### src/dgr_ram.sv
`default_nettype none
module dgr_ram #(
    parameter int WIDTH  = 8,
    parameter int DEPTH  = 16,
    parameter int ADDR_W = (DEPTH > 1) ? $clog2(DEPTH) : 1
) (
    input  wire logic              i_clk,
    input  wire logic              i_wr_en,
    input  wire logic [ADDR_W-1:0] i_wr_addr,
    input  wire logic [WIDTH-1:0]  i_wr_data,
    input  wire logic [ADDR_W-1:0] i_rd_addr,
    output logic      [WIDTH-1:0]  o_rd_data
);

    logic [WIDTH-1:0] r_mem [DEPTH];

    always_ff @(posedge i_clk) begin
        if (i_wr_en) begin
            r_mem[i_wr_addr] <= i_wr_data;
        end
        o_rd_data <= r_mem[i_rd_addr];
    end

endmodule
`default_nettype wire

### config.mk
export PLATFORM = sky130hd
export DESIGN_NAME = dgr_ram
export DESIGN_NICKNAME = d
export VERILOG_FILES = /design/src/dgr_ram.sv
export SDC_FILE = /design/constraint.sdc
export NUM_CORES = 1
export LEC_CHECK = 0
export BUFFER_PORTS_ARGS = -buffer_cell sky130_fd_sc_hd__buf_2
export CAP_MARGIN = 20
export CORE_MARGIN = 2
export CORE_UTILIZATION = 41
export CTS_CLUSTER_DIAMETER = 100
export DETAILED_ROUTE_END_ITERATION = 8
export GPL_TIMING_DRIVEN = 0
export PLACE_DENSITY = 0.63
export SETUP_SLACK_MARGIN = 0.15
export SLEW_MARGIN = 20
export SYNTH_ARGS = -nofsm -noshare
export SYNTH_HDL_FRONTEND = slang
export SYNTH_SLANG_ARGS = --single-unit
### constraint.sdc
create_clock -name i_clk -period 4 [get_ports i_clk]
set_clock_uncertainty 0.2 [all_clocks]
set_input_delay 0.8 -clock i_clk [delete_from_list [all_inputs] [get_ports i_clk]]
set_output_delay 0.8 -clock i_clk [all_outputs]
set_load 0.02 [all_outputs]
* Yosys cells after proc, flatten, opt, wreduce, memory -nomap -nowiden
Memories as Yosys holds them, arrays and structs flattened. A register that Yosys moved wholly into a read port is not among the register bits. Index checks and enable logic that the tools add are counted.
Storage, ports and cells: bits in registers 0, memory bits (writable) 128, output and inout port bits 8, memories kept 1
Memory list:
- r_mem | depth 16, width 8, rd ports 1, clocked after memory_dff 1, write ports 1, line 15 | logic [WIDTH-1:0] r_mem [DEPTH];
Cells by class: muxes and demuxes 2
Operators by type and width (count):
- $mux 1 | 2

* Logic depth before layout (Yosys ltp)
depth in word-level cells 2, mapped depth 5

* Worst setup path before layout
OpenSTA, ideal clock, no wires.
kind input -> register, start input i_wr_addr[2], end memory r_mem[0][0] (enable), arrival 1.910 ns, path slack 1.507 ns, stages 2, buffers on the path 0, cell sequence or3b_2 nor3_1
RTL lines:
- start: declaration | line 9 | input wire logic [ADDR_W-1:0] i_wr_addr,
- end: declaration | line 15
No word-level cell before the write port.

* Worst setup path after layout
start input i_wr_addr[2], end memory r_mem[2][0] (enable)
No word-level cell before the write port.

==> flow_metrics.py <==
metrics = {
    "status": {
        "status": "complete, no violations",
    },
    "synth": {
        "synth.top_cell.area_share_pct": 74.7,
        "synthArstFlopShare_pct": 0,
        "ys_types": 19,
        "yosys-top-cells-area": "edfxtp_1 (75%), mux4_2 (7.9%), mux4_1 (7.1%), dfxtp_1 (3.1%), a22oi_1 (2.3%)",
        "syn_area_per_cell_um2": 22.5,
        "synth-main-ff-cell": "edfxtp_1",
        "synth_top_area_cell": "edfxtp_1",
        "syn_inst": 229,
        "synthTopCellsByCount": "edfxtp_1 (128), mux4_2 (18), a22oi_1 (16)",
        "ys_seq_elements": 136,
        "synth_warnings": 0,
        "yosysSeqAreaShare_pct": 77.8,
        "yosysMostFrequentCell": "edfxtp_1",
        "synthesis.area_um2": 5150,
        "synth_fp_nets": 247,
        "synth_edf_count": 128,
    },
    "cts": {
        "root_buffer": "clkbuf_16",
        "clk_latency_ns": 0.42,
        "cts-htree-levels": 4,
        "cts_hold_buf": 0,
        "cts_tree": "done",
        "clkSinkCount": 136,
        "ctsLongestPathBuffers": 2,
        "cts_inserted_buffers": 17,
        "cts.clk_slew.worst_paths_ns": 0.05,
        "cts_setup_buffers": 0,
        "post_cts_resized": 0,
    },
    "cells_and_area": {
        "drive_gt1_share_pct": 29.1,
        "stdcell_count": 453,
        "area_delta_synth_final_pct": 18.3,
        "num_antenna_cells": 0,
        "final_area_um2": 6090,
        "final_util_pct": 50.3,
        "nNetsFinal": 290,
    },
    "detailed_routing": {
        "drc": 0,
        "first_iter_violations": 153,
        "post_drt_via_cell_ratio": 5.15,
        "final_antenna_net_count": 0,
        "routed-via-count": 2332,
        "routed_wl_mm": 9.70,
        "wire_per_inst_um": 21.4,
        "firstDrtPassIters": 4,
    },
    "grt": {
        "grt_max_degree": 17,
        "grt_overflow": 0,
        "grt_pass1_wl_mm": 14.5,
        "grt_pass1_vias": 2348,
        "antenna_found_initial": 0,
        "grtUsageTotal_pct": 16.2,
    },
    "critical_path": {
        "reg2reg_depth": 3,
        "worstSetupPathType": "in -> reg",
        "rrSetupSlack_ns": 2.29,
        "start_kind": "input port",
        "arrival_ns": 2.06,
        "end_kind": "flip-flop",
        "regToRegEndpoint": "o_rd_data[0]$_DFF_P_",
        "crit_fanout": 8,
        "required_ns": 3.85,
        "rr_startpoint": "r_mem[1][0]$_DFFE_PP_",
    },
    "min_path": {
        "hp-start": "r_mem[15][2]$_DFFE_PP_",
        "hold_path_depth": 3,
        "hold_class": "reg -> reg",
        "worstHoldEndpoint": "o_rd_data[2]$_DFF_P_",
    },
    "floorplan": {
        "dieArea_um2": 13500,
        "fp.dieW_um": 116,
        "start_util_pct": 42.5,
        "io_pins": 26,
        "die_h_um": 116,
        "num_rows": 40,
        "core-area_um2": 12100,
    },
    "sta": {
        "finalHoldViolCount": 0,
        "fin_ws_ns": 1.79,
        "slew_headroom_pct": 45.1,
        "slew_viol_final": 0,
        "worst_slew_pin_slew_ns": 0.821,
        "rsz0062_at_grt": "no",
        "setup_viol": 0,
        "period_share_pct": 55.3,
        "holdWs_ns": 0.487,
        "period_minus_slack_ns": 2.21,
        "tns_ns": 0,
        "timing.fmax_mhz": 452,
    },
    "power_and_ir_drop": {
        "ir_drop_mv": 0.461,
        "p_per_area_nw_per_um2": 547,
        "finalPower_mw": 3.33,
        "p_leak_nw": 2.04,
    },
    "placed_design": {
        "dpl.cell_count": 421,
        "io_buffer_count": 24,
        "dp_hpwl_mm": 6.09,
        "dpl_cell_area_um2": 5500,
        "gp_congestion": 0.777,
        "place_ws_ns": 1.33,
    },
    "run": {
        "cap_violations": 0,
    },
}
-- layout make-up --
class / instances / area (µm²)
Fill cell: 992 / 6020
Sequential cell: 136 / 4000
Multi-Input combinational cell: 83 / 1080
Clock buffer: 20 / 437
Tap cell: 168 / 210
Clock inverter: 12 / 156
Timing Repair Buffer: 24 / 120
Buffer: 10 / 86.3
-- flip-flops by register name, summed over array words and instances, names as in the netlist --
signal and cells:
r_mem 128, o_rd_data 8
-- critical path: stages --
cell and delay [ns]:
buf_2 0.13, or3b_2 0.52, nor2_1 0.61
-- cells in the final DEF, fill, tap and decap left out, drive strengths merged, types with 2 or more instances in the layout --
master	Yosys	layout
edfxtp	128	128
mux4	32	32
buf	7	31
clkbuf	0	20
a22oi	16	16
nor2	13	13
nand2	9	9
dfxtp	8	8
clkinv	0	8
nor3	4	4
bufinv	0	4
clkdlybuf4s25	3	3
nand3b	2	2
nand2b	2	2
-- how the worst max path moves through the flow --
stage                            start                    end  slack (ns)  cells past startpoint
after floorplan           i_wr_addr[2]  r_mem[0][0]$_DFFE_PP_        1.51                      2
after global placement    i_wr_addr[2]  r_mem[0][3]$_DFFE_PP_        0.99                      3
after detailed placement  i_wr_addr[2]  r_mem[2][3]$_DFFE_PP_        1.33                      3
after CTS                 i_wr_addr[2]  r_mem[1][7]$_DFFE_PP_        1.77                      3
after global routing      i_wr_addr[2]  r_mem[3][0]$_DFFE_PP_        1.67                      3
final                     i_wr_addr[2]  r_mem[2][0]$_DFFE_PP_        1.79                      3
-- layer usage --
metal	vias up	GRT usage [%]	wire length, µm
met2	75	24.2	4650
met3	8	5.96	458
met5	-	0	0
met1	1190	22.5	4530
met4	0	5.00	66
li1	1059	-	-
-- kinds of logic after synthesis --
logic type	Yosys count	share of synthesized area (%)
flops	136	77.8
compound gates	16	2.33
buf+inv	10	1.68
mux	32	15.0
simple gates	35	3.18
-- where the power goes --
part	switching (mW)	total [mW]	internal, mW
logic	0.0991	0.163	0.0635
clock network	0.537	1.57	1.03
registers	0.00681	1.60	1.59
total	0.643	3.33	2.69
No activity file was read; power rests on OpenSTA's default activity.
